[src/hw/rtl/ssg_pkg.sv]
// shared types, constants and the per-entry decision function for session_sequence_guard
// used by ssg_cfg, ssg_cell and the top level; no dependencies
package ssg_pkg;

	localparam int MAX_SESSIONS = 256;

	localparam int SID_W   = 31;
	localparam int SEQ_W   = 32;
	localparam int RSN_W   = 16;
	localparam int EVT_W   = 40;
	localparam int VRD_W   = 3;
	localparam int PADDR_W = 5;
	localparam int PDATA_W = 64;

	localparam logic [SEQ_W-1:0] THR_RST       = SEQ_W'(5000);
	localparam logic [RSN_W-1:0] RSN_RST       = RSN_W'(9203);
	localparam logic [EVT_W-1:0] FIRST_EVT_RST = EVT_W'(900000000);

	localparam logic [SEQ_W-1:0] SEQ_ONE = SEQ_W'(1);
	localparam logic [SEQ_W-1:0] SEQ_MAX = '1;

	// register index, taken from paddr[4:3]
	typedef enum logic [1:0] {
		REG_THR   = 2'd0,
		REG_RSN   = 2'd1,
		REG_FIRST = 2'd2
	} reg_idx_t;

	typedef enum logic [VRD_W-1:0] {
		V_INSEQ  = 3'd0,
		V_RESYNC = 3'd1,
		V_GAP    = 3'd2,
		V_DUP    = 3'd3,
		V_FULL   = 3'd4,
		V_OVF    = 3'd5
	} verdict_t;

	typedef struct packed {
		logic [SEQ_W-1:0] thr;
		logic [RSN_W-1:0] rsn;
	} cfg_t;

	typedef struct packed {
		logic             ld;
		logic [EVT_W-1:0] val;
	} evt_ld_t;

	// one message walking down the chain of entries
	typedef struct packed {
		logic             vld;
		logic [SID_W-1:0] sid;
		logic [SEQ_W-1:0] seq;
		logic [RSN_W-1:0] rsn;
		logic             marker;
		logic             found;
		verdict_t         verdict;
		logic [SEQ_W-1:0] exp_before;
	} qry_t;

	typedef struct packed {
		verdict_t         verdict;
		logic [SEQ_W-1:0] new_exp;
	} dec_t;

	function automatic dec_t ssg_decide(
		input logic [SEQ_W-1:0] seq,
		input logic [SEQ_W-1:0] expv,
		input logic [RSN_W-1:0] rsn,
		input logic             marker,
		input cfg_t             cfg
	);
		dec_t d;
		logic cand;
		cand = ((seq == SEQ_ONE) && (expv > cfg.thr)) ||
			((rsn == cfg.rsn) && (seq <= expv)) ||
			(marker && (seq == SEQ_ONE));
		d.new_exp = expv;
		if (seq == expv) begin
			if (expv == SEQ_MAX) begin
				d.verdict = V_OVF;
			end else begin
				d.verdict = V_INSEQ;
				d.new_exp = expv + SEQ_ONE;
			end
		end else if (cand) begin
			if (seq == SEQ_MAX) begin
				d.verdict = V_OVF;
			end else begin
				d.verdict = V_RESYNC;
				d.new_exp = seq + SEQ_ONE;
			end
		end else if (seq > expv) begin
			d.verdict = V_GAP;
		end else begin
			d.verdict = V_DUP;
		end
		return d;
	endfunction

endpackage

[src/hw/rtl/ssg_cell.sv]
// one session entry of the chain: key, expected sequence and in-use flag
// checks the passing message, updates itself, registers the message onward; depends on ssg_pkg
module ssg_cell (
	input  logic          clk,
	input  logic          arst_n,
	input  ssg_pkg::cfg_t cfg,
	input  ssg_pkg::qry_t qry_i,
	output ssg_pkg::qry_t qry_o
);

	logic                      used_q;
	logic [ssg_pkg::SID_W-1:0] key_q;
	logic [ssg_pkg::SEQ_W-1:0] exp_q;
	logic                      hit;
	logic                      keep;
	logic [ssg_pkg::SEQ_W-1:0] expv;
	ssg_pkg::dec_t             dec;
	ssg_pkg::qry_t             nxt;
	ssg_pkg::qry_t             qry_s1;
	logic                      vld_s1;

	// used entries are contiguous, so a free cell reached by an unmatched message allocates
	assign hit  = qry_i.vld && !qry_i.found && (!used_q || (key_q == qry_i.sid));
	assign expv = used_q ? exp_q : ssg_pkg::SEQ_ONE;
	assign dec  = ssg_pkg::ssg_decide(qry_i.seq, expv, qry_i.rsn, qry_i.marker, cfg);
	assign keep = hit && (dec.verdict != ssg_pkg::V_OVF);

	always_comb begin
		nxt = qry_i;
		if (hit) begin
			nxt.found      = 1'b1;
			nxt.verdict    = dec.verdict;
			nxt.exp_before = expv;
		end
	end

	always_ff @(posedge clk or negedge arst_n) begin
		if (!arst_n) begin
			used_q <= 1'b0;
			vld_s1 <= 1'b0;
		end else begin
			vld_s1 <= qry_i.vld;
			if (keep) begin
				used_q <= 1'b1;
			end
		end
	end

	always_ff @(posedge clk) begin
		qry_s1 <= nxt;
		if (keep) begin
			key_q <= qry_i.sid;
			exp_q <= dec.new_exp;
		end
	end

	always_comb begin
		qry_o     = qry_s1;
		qry_o.vld = vld_s1;
	end

endmodule

[config.mk]
export PLATFORM = sky130hd
export DESIGN_NAME = ssg_cell
export DESIGN_NICKNAME = d
export VERILOG_FILES = /design/src/hw/rtl/ssg_pkg.sv /design/src/hw/rtl/ssg_cell.sv
export SDC_FILE = /design/constraint.sdc
export NUM_CORES = 1
export LEC_CHECK = 0
export ABC_CLOCK_PERIOD_IN_PS = 6900
export BUFFER_PORTS_ARGS = -buffer_cell sky130_fd_sc_hd__clkbuf_2
export CORE_ASPECT_RATIO = 2
export CORE_UTILIZATION = 47
export DETAILED_ROUTE_END_ITERATION = 12
export PLACE_DENSITY = 0.74
export RECOVER_POWER = 100
export SLEW_MARGIN = 25
export SYNTH_ARGS = -nofsm -noshare
export SYNTH_HDL_FRONTEND = slang
export SYNTH_SLANG_ARGS = --single-unit
[constraint.sdc]
create_clock -name clk -period 6.9 [get_ports clk]
set_input_delay 0.69 -clock clk [delete_from_list [all_inputs] [get_ports clk]]
set_output_delay 0.69 -clock clk [all_outputs]
set_load 0.005 [all_outputs]
==> qor.csv <==
stage,metric,value,unit
placed_design,input/output buffers,283,
cts,Longest Clk Path Bufs,2,
sta,Worst-Margin Slew,3070,ps
setup_path,largest stage delay on the critical path,1380,ps
sta,setup TNS,0,ps
cts,hold_buf cts,0,
setup_path,FF-to-FF path depth,13,
global_routing,Total GRT Usage,29.9,%
sta,skew final,12.4,ps
detailed_routing,WL final,29500,um
pwr,VDD IR max,170,uV
yosys,mux share of post-synthesis cell area,1.52,%
global_routing,initial antenna violation count,0,
setup_path,CP top delay family,compound AO/OA/AOI/OAI gates,
cts,worst skew pair latency,450,ps
die,DIE WIDTH,100,um
yosys,Post-synth EDFFs,63,
sta,RSZ-0062 raised after global routing,false,
cts,Worst-path clk slew,70,ps
yosys,xor/xnor share of the synthesized area,7.63,%
cts,cts repair resizes,0,
detailed_routing,number of remaining DRC errors,0,
yosys,simple-gate share of the synthesized area,19.1,%
setup_path,worst r2r src,used_q,
detailed_routing,WL/cell,20.0,um
pwr,PwrDens,232,nW/um^2
finish,"most common cell after layout, fill and taps aside",clkbuf_1,
yosys,main combinational cell family by area after synthesis,simple AND/OR/NAND/NOR gates,
placed_design,DP HPWL,23300,um
sta,Hold Slack,45.7,ps
yosys,Syn. warnings,0,
yosys,syn avg cell area,9.81,sq um
die,total die area,19900,sq um
yosys,net count after synthesis,1154,
yosys,Synth Area in Compound Gates,11.4,%
yosys,main flop type after synthesis,dfxtp_1,
finish,P&R area growth vs syn,22.8,%
global_routing,vias in the first global route,8144,
finish,nets@finish,1436,
cts,H-tree levels,4,
sta,Slew headroom,-105,%
run_status,failing checks,"max-capacitance violations, max-slew violations",
setup_path,Worst setup SP type,flip-flop,
die,core box area,18800,sq um
finish,"commonest non-fill, non-tap cells in the layout","152 x clkbuf_1, 130 x clkbuf_2, 116 x dfxtp_1",
global_routing,"Remaining Overflow, GRT",0,
sta,Max Freq,176,MHz
die,Die Ht,198,um
yosys,Synth async-reset ratio,1.10,%
cts,Post-CTS Setup Bufs,0,
setup_path,CP Cell Sequence,buf_4 -> nand2_1 -> inv_1 -> ha_1 -> a21o_1 -> a21oi_1 -> o221ai_1 -> a22o_1 -> o221a_2 -> o21ai_1 -> buf_16 -> o22ai_1 -> a31o_2,
setup_path,CP Max Fanout,34,
placed_design,Final GP Congestion,0.993,
setup_path,Worst EP required,7090,ps
sta,"Period Utilization, post-route",82.2,%
hold_path,worst hold-check path type,primary input to asynchronous set/reset pin,
sta,final hold violation count,0,
sta,Final Max Tran Viols,89,
setup_path,FF-to-FF setup slack,1230,ps
sta,count of endpoints failing setup in the final report,0,
finish,Inserted Diodes,0,
setup_path,CP arrival,5860,ps
detailed_routing,post-route ant nets,0,
sta,post-route minimum period,5670,ps
detailed_routing,total iterations of the first detailed-routing run,5,
setup_path,Buf/Inv on CP,3,
cts,clk root buf,clkbuf_16,
global_routing,largest net degree at the start of global routing,70,
detailed_routing,DR vias/cell,5.58,
yosys,synthesized area,9060,sq um
yosys,post-synthesis cell type count,78,
cts,clk sinks,181,
yosys,register area share after synthesis,47.1,%
cts,CTS tree,built,
global_routing,first-pass GRT wire length,43600,um
die,IO Pins,284,
job,Max-cap violations,2,
setup_path,kind of critical path,flip-flop to flip-flop,
die,initial core utilization,48.1,%
yosys,Synth Area in Adders,8.70,%
setup_path,element type at the critical path end,flip-flop,
setup_path,worst r2r dst,exp_q[13],
detailed_routing,DR vias,8229,
die,row count,71,
setup_path,CP max-delay cell,o21ai_1,
yosys,Syn Inst Count,924,
yosys,Yosys reg bits,181,
finish,share of cells above drive strength 1,16.4,%
pwr,Leakage,4.76,nW
run_status,status,"complete, but fails checks",
cts,number of buffers created by CTS,17,
detailed_routing,Initial DRC Count,485,
## flip-flops by register name, summed over array words and instances (netlist names)
| register | cells |
|---|---|
| exp_q | 32 |
| key_q | 31 |
| qry_o | 116 |
| used_q | 1 |
| vld_s1 | 1 |
## metal layers
layer / wire, um / part of all wire, % / GRT usage (%) / vias to the layer above
li1: - / - / - / 3872
met1: 9410 / 32 / 27.7 / 3825
met2: 16000 / 54 / 54.8 / 410
met3: 1820 / 6.2 / 6.36 / 122
met4: 2240 / 7.6 / 24.1 / 0
met5: 0 / 0 / 0 / -
## Yosys cell counts (all sizes together), types with 4 or more instances
| library cell | n | share of area (%) |
|---|---|---|
| dfxtp | 116 | 26 |
| nand2 | 111 | 4.6 |
| inv | 72 | 3.0 |
| o21ai | 69 | 3.9 |
| edfxtp | 63 | 21 |
| ha | 63 | 8.7 |
| nand4 | 44 | 3.2 |
| xnor2 | 43 | 4.2 |
| nor2 | 39 | 1.6 |
| a21oi | 38 | 2.1 |
| xor2 | 36 | 3.5 |
| nand3 | 32 | 1.9 |
| nor4 | 22 | 1.9 |
| nor3 | 20 | 1.3 |
| and3 | 15 | 1.0 |
| clkbuf | 14 | 0.58 |
| buf | 12 | 0.95 |
| and2 | 10 | 0.70 |
| a211oi | 7 | 0.69 |
| mux2i | 7 | 0.77 |
| o211ai | 7 | 0.64 |
| mux2 | 6 | 0.75 |
| a21o | 5 | 0.41 |
| or2 | 5 | 0.35 |
| a31oi | 4 | 0.28 |
| nor3b | 4 | 0.44 |
| o22ai | 4 | 0.28 |
| or4b | 4 | 0.48 |
## layout make-up
cell class,count,area (sq um)
multi-input cells,645,4390
clock inverters,13,139
repair buffers,289,1290
inverters,72,270
fillers,1785,7700
clock buffers,19,464
well taps,255,319
flip-flops and latches,181,4260
## cell families (layout without fill, tap and decap cells)
family	after synthesis	count (layout)
AOI/OAI and AO/OA	166	166
muxes	13	13
buffers and inverters	98	393
xor gates and xnor gates	79	79
DFF	181	181
adders and majority gates	63	63
and+or+nand+nor	324	324
## worst reg2reg max path, delay by kind of cell, from the launching register on
family,cells,cell delay [ps]
compound gates,8,3070
fa+ha+maj,1,280
buf+inv,3,850
flops,1,1080
simple gates,1,160
## stage by stage
step | worst slack (ps) | total power [mW] | cells | cell area, sq um | utilization, %
2_1_floorplan | 494 | 1.43 | 924 | 9060 | -
3_3_place_gp | 1850 | 1.62 | 1441 | 10700 | 56.9
3_5_place_dp | 1710 | 1.63 | 1441 | 10700 | 56.9
4_1_cts | 1710 | 2.61 | 1473 | 11300 | 60.1
5_1_grt | 936 | 2.69 | 1474 | 11100 | 59.1
6_report | 1230 | 2.59 | 1474 | 11100 | 59.1
## power breakdown
group / switching, mW / internal (mW)
clock: 0.446 / 0.539
sequential: 0.0285 / 1.16
combinational: 0.249 / 0.159
## worst max path at each step
stage / startpoint / end / slack (ps) / cells after the start
after global routing: used_q / exp_q[13] / 940 / 11
after detailed placement: used_q / exp_q[18] / 1710 / 11
after floorplan: used_q / exp_q[0] / 490 / 15
final: used_q / exp_q[13] / 1230 / 13
after global placement: used_q / exp_q[18] / 1850 / 11
after CTS: used_q / exp_q[18] / 1710 / 11
No activity file was read; power rests on OpenSTA's default activity.
