## config.mk

```make
export PLATFORM = sky130hd
export DESIGN_NAME = ssg_cfg
export DESIGN_NICKNAME = d
export VERILOG_FILES = /design/src/hw/rtl/ssg_pkg.sv /design/src/hw/rtl/ssg_cfg.sv
export SDC_FILE = /design/constraint.sdc
export NUM_CORES = 1
export LEC_CHECK = 0
export BUFFER_PORTS_ARGS = -buffer_cell sky130_fd_sc_hd__buf_2
export CELL_PAD_IN_SITES_DETAIL_PLACEMENT = 0
export CELL_PAD_IN_SITES_GLOBAL_PLACEMENT = 1
export CORE_ASPECT_RATIO = 1.2
export CORE_MARGIN = 1.5
export CORE_UTILIZATION = 35
export DETAILED_ROUTE_END_ITERATION = 7
export PLACE_DENSITY = 0.88
export SYNTH_ARGS = -nofsm -noshare
export SYNTH_HDL_FRONTEND = slang
export SYNTH_SLANG_ARGS = --single-unit
```

## constraint.sdc

```tcl
create_clock -name clk -period 1.45 [get_ports clk]
set_input_delay 0.2175 -clock clk [delete_from_list [all_inputs] [get_ports clk]]
set_output_delay 0.2175 -clock clk [all_outputs]
set_load 0.05 [all_outputs]
```

## src/hw/rtl/ssg_pkg.sv

```systemverilog
// shared types, constants and the per-entry decision function for session_sequence_guard
// used by ssg_cfg, ssg_cell and the top level; no dependencies
package ssg_pkg;

	localparam int MAX_SESSIONS = 256;

	localparam int SID_W   = 31;
	localparam int SEQ_W   = 32;
	localparam int RSN_W   = 16;
	localparam int EVT_W   = 40;
	localparam int VRD_W   = 3;
	localparam int PADDR_W = 5;
	localparam int PDATA_W = 64;

	localparam logic [SEQ_W-1:0] THR_RST       = SEQ_W'(5000);
	localparam logic [RSN_W-1:0] RSN_RST       = RSN_W'(9203);
	localparam logic [EVT_W-1:0] FIRST_EVT_RST = EVT_W'(900000000);

	localparam logic [SEQ_W-1:0] SEQ_ONE = SEQ_W'(1);
	localparam logic [SEQ_W-1:0] SEQ_MAX = '1;

	// register index, taken from paddr[4:3]
	typedef enum logic [1:0] {
		REG_THR   = 2'd0,
		REG_RSN   = 2'd1,
		REG_FIRST = 2'd2
	} reg_idx_t;

	typedef enum logic [VRD_W-1:0] {
		V_INSEQ  = 3'd0,
		V_RESYNC = 3'd1,
		V_GAP    = 3'd2,
		V_DUP    = 3'd3,
		V_FULL   = 3'd4,
		V_OVF    = 3'd5
	} verdict_t;

	typedef struct packed {
		logic [SEQ_W-1:0] thr;
		logic [RSN_W-1:0] rsn;
	} cfg_t;

	typedef struct packed {
		logic             ld;
		logic [EVT_W-1:0] val;
	} evt_ld_t;

	// one message walking down the chain of entries
	typedef struct packed {
		logic             vld;
		logic [SID_W-1:0] sid;
		logic [SEQ_W-1:0] seq;
		logic [RSN_W-1:0] rsn;
		logic             marker;
		logic             found;
		verdict_t         verdict;
		logic [SEQ_W-1:0] exp_before;
	} qry_t;

	typedef struct packed {
		verdict_t         verdict;
		logic [SEQ_W-1:0] new_exp;
	} dec_t;

	function automatic dec_t ssg_decide(
		input logic [SEQ_W-1:0] seq,
		input logic [SEQ_W-1:0] expv,
		input logic [RSN_W-1:0] rsn,
		input logic             marker,
		input cfg_t             cfg
	);
		dec_t d;
		logic cand;
		cand = ((seq == SEQ_ONE) && (expv > cfg.thr)) ||
			((rsn == cfg.rsn) && (seq <= expv)) ||
			(marker && (seq == SEQ_ONE));
		d.new_exp = expv;
		if (seq == expv) begin
			if (expv == SEQ_MAX) begin
				d.verdict = V_OVF;
			end else begin
				d.verdict = V_INSEQ;
				d.new_exp = expv + SEQ_ONE;
			end
		end else if (cand) begin
			if (seq == SEQ_MAX) begin
				d.verdict = V_OVF;
			end else begin
				d.verdict = V_RESYNC;
				d.new_exp = seq + SEQ_ONE;
			end
		end else if (seq > expv) begin
			d.verdict = V_GAP;
		end else begin
			d.verdict = V_DUP;
		end
		return d;
	endfunction

endpackage

```

## src/hw/rtl/ssg_cfg.sv

```systemverilog
// apb register file: reset gap threshold, reset reason code, first event id
// depends on ssg_pkg
module ssg_cfg (
	input  logic                          clk,
	input  logic                          arst_n,
	input  logic                          psel,
	input  logic                          penable,
	input  logic                          pwrite,
	input  logic [ssg_pkg::PADDR_W-1:0]   paddr,
	input  logic [ssg_pkg::PDATA_W-1:0]   pwdata,
	output logic [ssg_pkg::PDATA_W-1:0]   prdata,
	output logic                          pready,
	output ssg_pkg::cfg_t                 cfg,
	output ssg_pkg::evt_ld_t              evt_ld
);

	logic [ssg_pkg::SEQ_W-1:0] thr_q;
	logic [ssg_pkg::RSN_W-1:0] rsn_q;
	logic [ssg_pkg::EVT_W-1:0] first_q;
	logic                      wr;
	ssg_pkg::reg_idx_t         idx;

	assign pready = 1'b1;
	assign wr     = psel && penable && pwrite && pready;
	assign idx    = ssg_pkg::reg_idx_t'(paddr[4:3]);

	always_ff @(posedge clk or negedge arst_n) begin
		if (!arst_n) begin
			thr_q   <= ssg_pkg::THR_RST;
			rsn_q   <= ssg_pkg::RSN_RST;
			first_q <= ssg_pkg::FIRST_EVT_RST;
		end else if (wr) begin
			case (idx)
				ssg_pkg::REG_THR:   thr_q   <= pwdata[ssg_pkg::SEQ_W-1:0];
				ssg_pkg::REG_RSN:   rsn_q   <= pwdata[ssg_pkg::RSN_W-1:0];
				ssg_pkg::REG_FIRST: first_q <= pwdata[ssg_pkg::EVT_W-1:0];
				default: ;
			endcase
		end
	end

	always_comb begin
		case (idx)
			ssg_pkg::REG_THR:   prdata = ssg_pkg::PDATA_W'(thr_q);
			ssg_pkg::REG_RSN:   prdata = ssg_pkg::PDATA_W'(rsn_q);
			ssg_pkg::REG_FIRST: prdata = ssg_pkg::PDATA_W'(first_q);
			default:            prdata = '0;
		endcase
	end

	assign cfg.thr = thr_q;
	assign cfg.rsn = rsn_q;

	// writing the first id also reloads the event counter
	assign evt_ld.ld  = wr && (idx == ssg_pkg::REG_FIRST);
	assign evt_ld.val = pwdata[ssg_pkg::EVT_W-1:0];

endmodule

```

==> reports/results.ini, run 1 <==
[setup_path]
critPathMaxFanout = 3
path_class = reg -> out
critPathArrivalTime_ns = 1.29
worstPathRequired_ns = 1.23
worstSetupStartpointType = flip-flop
cp-end-kind = output port

[routing]
vias = 3116
firstDrtPassIters = 4
wl_um = 10300
post-route-drc-count = 0
drt-initial-drc-count = 112
drt-vias-per-instance = 4.60
drtAntennaViolNets = 0
wl_per_cell_um = 15.2

[sta]
skew_ns = 0
period_minus_slack_ns = 1.51
fin_ws_ns = -0.0567
max_freq_ghz = 0.664
rsz0062_at_grt = yes
hold_viol = 0
fin_crit_sh = 1.04
final-max-slew-violation-count = 0
setup_viol = 12

[run_status]
outcome = finished, violations left
violations = setup timing

[synth]
synth_xor_area_frac = 0
synth-seq-cells = 88
synthMuxAreaShare = 0.301
synthSimpleGateAreaFrac = 0.0486
synth.yosys.seq_area_share = 0.499
synthAdderAreaFrac = 0
avgSynthCellArea_um2 = 12.6
syn-cell-area_um2 = 4480
synthDistinctLibCells = 21
yosys_warnings = 0
syn_inst = 355
synth-compound-area-share = 0.0179
synth_top_family_by_area = multiplexers

[clocking]
cts-buffers-inserted = 9
clock_latency_ns = 0.33
cts_root_buf = clkbuf_16
cts_tree = yes
cts_buffer_depth = 2
clk_pin_slew_ns = 0.07
cts_sinks = 88
cts_max_level = 3

[final_layout]
final_layout_size_suffix_gt1_frac = 0.750
syn_to_final_growth_pct = 38.1
multi_input_area_um2 = 2050
diodes = 0
fillers = 1130
nets = 582
stdcell_count = 677
regArea_um2 = 2230
final_core_util = 0.493

[floorplanning]
die_w_um = 106
io_pins = 228
core_um2 = 12600
initial_utilization = 0.357
chipHeight_um = 127
rows = 45
dieArea_um2 = 13500

[power]
power.leakage_nw = 2.94
peakVddDrop_mv = 0.770
p_per_area_nw_per_um2 = 1660

[global_route]
antenna_found_initial = 0
grt_pass1_wl_um = 16400
track_usage = 0.153
grt_max_degree = 42
grt_overflow = 0
grt_pass1_vias = 3265

[place]
numPortBuffers = 175
dpl_worst_slack_ns = -0.118
gp_congestion = 0.739
dpl.cell_count = 651
place_hpwl_um = 7090

[hold_path]
hold_path.class = in -> reg

[flow_run]
drv_cap = 0

where the power goes:
part	switching [mW]	leakage, nW	internal (mW)
clock network	1.00	0.139	1.35
registers	0.402	1.03	3.15
logic	2.91	1.77	1.42
Yosys cell counts, drive strengths merged:
| master | count | share of area |
|---|---|---|
| and2 | 8 | 0.011 |
| buf | 79 | 0.13 |
| clkbuf | 5 | 0.0042 |
| conb | 2 | 0.0017 |
| dfrtp | 62 | 0.35 |
| dfstp | 26 | 0.15 |
| mux2 | 88 | 0.23 |
| mux2i | 32 | 0.072 |
| nand2 | 16 | 0.013 |
| nand3 | 1 | 0.0022 |
| nor2 | 16 | 0.013 |
| nor2b | 1 | 0.0014 |
| nor3 | 1 | 0.0022 |
| nor3b | 1 | 0.0028 |
| o21ai | 16 | 0.018 |
| or3b | 1 | 0.0020 |
stage by stage:
step / TNS [ns] / total power [mW] / hold slack (ns) / cell area [um^2]
floorplan: -1.12 / 6.77 / -0.0781 / 4800
global placement: -3.81 / 7.47 / 0.144 / 5540
detailed placement: -5.38 / 7.57 / 0.149 / 5540
CTS: -0.558 / 10.2 / 0.116 / 6060
global route: -1.24 / 10.7 / 0.121 / 6190
finish: -0.340 / 10.2 / 0.132 / 6190
cell families after synthesis:
kind of cell | after synthesis
buffers and inverters | 84
DFF | 88
muxes | 120
AOI/OAI and AO/OA | 16
other | 2
and+or+nand+nor | 45
final timing paths:
| kind | from | end | slack, ns | depth (start not counted) |
|---|---|---|---|---|
| setup reg to reg | rsn_q[10]$_DFFE_PN0P_ | rsn_q[10]$_DFFE_PN0P_ | 0.56 | 2 |
| hold / removal | pwdata[34] | first_q[34]$_DFFE_PN0P_ | 0.13 | 2 |
| hold reg to reg | first_q[32]$_DFFE_PN0P_ | first_q[32]$_DFFE_PN0P_ | 0.50 | 1 |
| max in group asynchronous | arst_n | rsn_q[0]$_DFFE_PN1P_ | 0.50 | 3 |
| min in group asynchronous | arst_n | first_q[9]$_DFFE_PN0P_ | 0.34 | 2 |
| setup / recovery | rsn_q[5]$_DFFE_PN1P_ | prdata[5] | -0.06 | 3 |
placed cells by master, fill, tap and decap left out, drive strengths merged, types with 2 or more instances in the layout:
cell	n
conb	25
dfrtp	62
dfstp	26
nand2	16
and2	8
inv	2
mux2i	32
mux2	88
o21ai	16
clkbuf	13
nor2	16
buf	198
clkinvlp	3
layer usage:
layer	wire length (um)	global-route usage	up-vias
met5	0	0	-
met4	122	0.0493	0
met3	601	0.0339	9
met2	5190	0.256	122
met1	4410	0.197	1568
li1	-	-	1417
registers in the layout, indices dropped and copies added, names as in the netlist:
name / count
first_q: 40
thr_q: 32
rsn_q: 16
area by class of cell:
type                    count  share of cell area
well taps                 164              0.0332
multi-input cells         206               0.331
repair buffers            203               0.226
clock inverters             7              0.0127
clock buffers               9              0.0364
flip-flops and latches     88               0.361
repair_timing:
| action | 4_1_cts | 5_1_grt |
|---|---|---|
| resized for setup | 56 | 27 |
| cloned | 0 | 1 |
| endpoints found under the setup margin | 36 | 31 |
| endpoints found under the hold margin | 13 | 0 |
| hold buffers | 1 | 0 |
| pin swaps | 2 | 6 |
| buffers inserted | 4 | 4 |
critical path: stages, from the launching register on:
cell	delay [ns]
dfstp_2	0.55
mux2i_2	0.09
o21ai_4	0.15
buf_6	0.17
No activity file was read; power rests on OpenSTA's default activity.
==> run 2, diff against run 1 <==
GPL_TIMING_DRIVEN = 0   (was default)
==> run 2 against run 1 <==
The flow still finishes with violations (setup timing). Global-route usage increased by 2.0 points. Sequential share of layout area is 3.1 points lower. Critical path depth unchanged. Critical path type unchanged.
==> reports/results.ini, run 2 (same netlist as run 1, synthesis figures left out) <==
[final_layout]
layout_commonest_cell = buf_2
layout_common_cells = buf_2 (139), buf_4 (97), mux2_2 (76), dfrtp_1 (62), dfstp_2 (26)
stdcell_count = 751
diodes = 0
nets = 656
largest_register_ffs = 40
largestRegisters = first_q (40), thr_q (32), rsn_q (16)
largest-register = first_q
final_layout_size_suffix_gt1_frac = 0.782
syn_to_final_growth_pct = 51.0

[routing]
wl_per_cell_um = 15.4
vias = 3393
wl_um = 11500
drt-vias-per-instance = 4.52
drt-initial-drc-count = 97
drtAntennaViolNets = 0
post-route-drc-count = 0
firstDrtPassIters = 4

[sta]
skew_ns = 0
tightest_slew_ns = 0.563
final-max-slew-violation-count = 0
period_minus_slack_ns = 1.51
setup_viol = 11
hold_viol = 0
slew_headroom = 0.625
fin_crit_sh = 1.04
fin_ws_ns = -0.0617
rsz0062_at_grt = yes
max_freq_ghz = 0.661

[global_route]
track_usage = 0.174
gr-usage-met3 = 0.0406
antenna_found_initial = 0
grt_max_degree = 47
grt_util_met2 = 0.309
top_usage_layer = met2
grt_pass1_wl_um = 18100
met1_usage = 0.210
grt_pass1_vias = 3404
grt_overflow = 0

[hold_path]
min_from = pwdata[34]
hold_path.class = in -> reg

[clocking]
cts_sinks = 88
cts_buffer_depth = 2
cts_max_level = 3
clock_latency_ns = 0.33
cts-buffers-inserted = 9
cts_tree = yes
cts_root_buf = clkbuf_16
clk_pin_slew_ns = 0.07

[floorplanning]
io_pins = 228
rows = 45
initial_utilization = 0.357
die_w_um = 106
dieArea_um2 = 13500
chipHeight_um = 127
core_um2 = 12600

[power]
peakVddDrop_mv = 0.797
power.leakage_nw = 3.34
total_power_mw = 10.9
netSwitchingFraction = 0.398
comb_power_share = 0.424
p_seq_frac = 0.326
internal_power_mw = 6.55
p_per_area_nw_per_um2 = 1610
clockPowerShare = 0.250
power.switching_mw = 4.33

[run_status]
outcome = finished, violations left
violations = setup timing

[setup_path]
path_class = reg -> out
r2r-start = thr_q[14]$_DFFE_PN0P_
crit_start = rsn_q[5]$_DFFE_PN1P_
critPathArrivalTime_ns = 1.29
critPathMaxFanout = 3
worstSetupStartpointType = flip-flop
cp-end-kind = output port
worstPathRequired_ns = 1.23

[place]
gp_congestion = 0.743
place_hpwl_um = 8230
dpl.cell_count = 716
numPortBuffers = 173

[flow_run]
drv_cap = 0

[run 2: power groups by stage]
stage / logic (mW) / clock network (mW) / registers, mW
6_report: 4.62 / 2.72 / 3.54
5_1_grt: 4.84 / 2.89 / 3.63
4_1_cts: 4.50 / 2.80 / 3.53
3_5_place_dp: 4.14 / 0 / 3.55
3_3_place_gp: 4.07 / 0 / 3.51
2_1_floorplan: 2.16 / 0 / 4.61
[run 2: per-stage QoR]
stage / TNS (ns) / utilization / worst slack [ns] / area, um^2 / hold slack, ns
2_1_floorplan: -1.12 / - / -0.180 / 4800 / -0.0781
4_1_cts: -0.873 / 0.526 / -0.0758 / 6610 / 0.117
6_report: -0.244 / 0.539 / -0.0617 / 6760 / 0.130
3_3_place_gp: -73.86 / 0.467 / -0.664 / 5870 / 0.467
5_1_grt: -1.73 / 0.539 / -0.0966 / 6760 / 0.133
3_5_place_dp: -35.19 / 0.469 / -0.671 / 5890 / 0.248
[run 2: final timing paths]
check / endpoint / slack (ns) / cells past startpoint
max in group asynchronous: first_q[18]$_DFFE_PN1P_ / 0.32 / 3
min in group asynchronous: first_q[6]$_DFFE_PN0P_ / 0.44 / 2
worst min register to register: first_q[34]$_DFFE_PN0P_ / 0.50 / 1
worst max register to register: thr_q[14]$_DFFE_PN0P_ / 0.54 / 2
worst min-delay path: first_q[34]$_DFFE_PN0P_ / 0.13 / 2
worst max-delay path: prdata[5] / -0.06 / 3
[run 2: repair_timing]
item                                    in CTS  in global routing
pin swaps                                    4                  5
resized for setup                           85                 26
hold buffers                                 1                  0
setup buffers                               11                  7
endpoints found under the setup margin      37                 64
hold endpoints to repair                    34                  0
[run 2: area by class of cell]
cell class                      count  area, um^2
Buffer                             84         673
Clock buffer                       11         253
Clock inverter                      5         103
Fill cell                        1124        5790
Multi-Input combinational cell    206        2060
Sequential cell                    88        2230
Tap cell                          164         205
Timing Repair Buffer              193        1230
[run 2: layer usage]
metal / vias up / part of all wire
li1: 1577 / -
met3: 13 / 0.062
met5: - / 0
met2: 132 / 0.51
met4: 0 / 0.012
met1: 1671 / 0.41
[run 2: critical path: stages, from the launching register on]
cell and delay, ns:
dfstp_2 0.57, mux2i_4 0.08, o21ai_4 0.13, buf_6 0.17
==> run 3, diff against run 2 <==
CORE_MARGIN = 2   (was 1.5)
CORE_UTILIZATION = 37   (was 35)
PLACE_DENSITY = 0.95   (was 0.88)
clock period = 1.8 ns   (was 1.45 ns; I/O delays follow)
==> run 3 against run 2 <==
The run now ends clean. Power is 26% lower. Sequential cell count did not move. Cell area down 10%. Clock skew is the same. Sequential power decreased by 20%. Die area down 3.6%. First-iteration DRC count fell by 42%. Via count shrank 2.4%. Critical path depth increased by 2. Setup slack better by 0.16 ns. Register-to-register slack improved by 0.46 ns. Count of clock-buffer cells in the layout increased by 1. Critical path type is now in -> out. Critical endpoint is now prdata[13]. Largest cell class unchanged.
==> reports/results.ini, run 3 (same netlist as run 1, synthesis figures left out) <==
[power]
peakVddDrop_mv = 0.609
comb_power_share = 0.398
power.leakage_nw = 3.18
p_seq_frac = 0.352
netSwitchingFraction = 0.411
p_per_area_nw_per_um2 = 1330
clockPowerShare = 0.250
internal_power_mw = 4.74
power.switching_mw = 3.31

[floorplanning]
io_pins = 228
rows = 44
die_w_um = 104
chipHeight_um = 125
core_um2 = 11900
initial_utilization = 0.375
dieArea_um2 = 13000

[routing]
drt-initial-drc-count = 56
firstDrtPassIters = 4
post-route-drc-count = 0
vias = 3312
wl_um = 11000
drt-vias-per-instance = 4.53
wl_per_cell_um = 15.0
drtAntennaViolNets = 0

[final_layout]
final_layout_size_suffix_gt1_frac = 0.704
design_area_um2 = 6070
nets = 639
multi_input_area_um2 = 1800
diodes = 0
largest-register = first_q
regArea_um2 = 2230
layout_common_cells = buf_2 (180), mux2_2 (76), buf_4 (69), dfrtp_1 (62), mux2i_1 (32)
largest_register_ffs = 40
fillers = 1094
largestRegisters = first_q (40), thr_q (32), rsn_q (16)
syn_to_final_growth_pct = 35.6
layout_commonest_cell = buf_2

[sta]
max_freq_ghz = 0.587
period_minus_slack_ns = 1.70
hold_viol = 0
skew_ns = 0
rsz0062_at_grt = no
fin_ws_ns = 0.0972
tightest_slew_ns = 0.601
setup_viol = 0
fin_crit_sh = 0.946
final-max-slew-violation-count = 0
slew_headroom = 0.599

[hold_path]
hold_path.class = in -> reg

[clocking]
cts_buffer_depth = 2
cts_tree = yes
cts_root_buf = clkbuf_16
cts_max_level = 3
cts_sinks = 88
cts-buffers-inserted = 9
clock_latency_ns = 0.33
clk_pin_slew_ns = 0.07

[setup_path]
critPathMaxFanout = 10
path_class = in -> out
worstPathRequired_ns = 1.53
worstSetupStartpointType = input port
critPathArrivalTime_ns = 1.43
cp-end-kind = output port

[global_route]
grt_pass1_vias = 3366
grt_pass1_wl_um = 17500
grt_overflow = 0
grt_max_degree = 47
antenna_found_initial = 0
track_usage = 0.171

[place]
placed_cell_area_um2 = 5700
gp_congestion = 0.775
place_hpwl_um = 8210
numPortBuffers = 173
dpl_worst_slack_ns = -0.448

[run_status]
outcome = complete, no violations

[flow_run]
drv_cap = 0

-- run 3: cell types whose count changed in the layout (fill, tap and decap cells not counted), sizes merged --
cell and delta:
clkbuf -2, clkinvlp -1, clkinv +1, bufinv -1
buf -14
-- run 3: timing repair --
action	4_1_cts	5_1_grt
setup buffers	1	0
gates resized for setup	11	5
endpoints found under the hold margin	28	0
hold buffers	1	0
setup endpoints to repair	32	27
-- run 3: stage by stage --
stage / std cells / setup TNS, ns / total power, mW / hold slack [ns] / util
6_report: 731 / 0 / 8.05 / 0.182 / 0.508
5_1_grt: 731 / 0 / 8.39 / 0.178 / 0.508
4_1_cts: 731 / 0 / 8.13 / 0.170 / 0.507
3_5_place_dp: 713 / -12.80 / 6.08 / 0.319 / 0.477
3_3_place_gp: 712 / -26.13 / 5.98 / 0.484 / 0.475
2_1_floorplan: 378 / -0.435 / 5.33 / -0.0256 / -
-- run 3: worst paths after layout --
kind / from / slack [ns] / depth (start not counted) / to
setup / recovery: paddr[3] / 0.1 / 5 / prdata[13]
setup reg to reg: thr_q[15]$_DFFE_PN0P_ / 1.00 / 1 / thr_q[15]$_DFFE_PN0P_
hold / removal: pwdata[37] / 0.18 / 2 / first_q[37]$_DFFE_PN0P_
hold reg to reg: first_q[38]$_DFFE_PN0P_ / 0.50 / 1 / first_q[38]$_DFFE_PN0P_
min in group asynchronous: arst_n / 0.49 / 2 / rsn_q[12]$_DFFE_PN0P_
max in group asynchronous: arst_n / 0.60 / 3 / rsn_q[4]$_DFFE_PN1P_
-- run 3: worst max-delay path: stages --
cell     delay (ns)
buf_4          0.19
buf_2          0.39
mux2i_1        0.28
o21ai_2        0.09
buf_4          0.21
-- run 3: routing by layer --
layer / vias to the layer above / track usage / routed length (um)
met4: 0 / 0.0541 / 123
met3: 10 / 0.0283 / 613
met1: 1639 / 0.207 / 4490
met2: 126 / 0.306 / 5770
li1: 1537 / - / -
met5: - / 0 / 0
-- run 3: area by class of cell --
| type | instances | area share |
|---|---|---|
| flip-flops and latches | 88 | 0.368 |
| multi-input cells | 206 | 0.296 |
| repair buffers | 176 | 0.150 |
| plain buffers | 84 | 0.0997 |
| clock buffers | 12 | 0.0406 |
| well taps | 161 | 0.0332 |
| clock inverters | 4 | 0.0128 |
-- run 3: power by group through the flow --
stage	logic (mW)	registers [mW]	clock network, mW
after floorplan	1.61	3.71	0
after global placement	3.15	2.83	0
after detailed placement	3.21	2.87	0
after CTS	3.23	2.83	2.07
after global routing	3.35	2.90	2.14
final	3.21	2.83	2.01
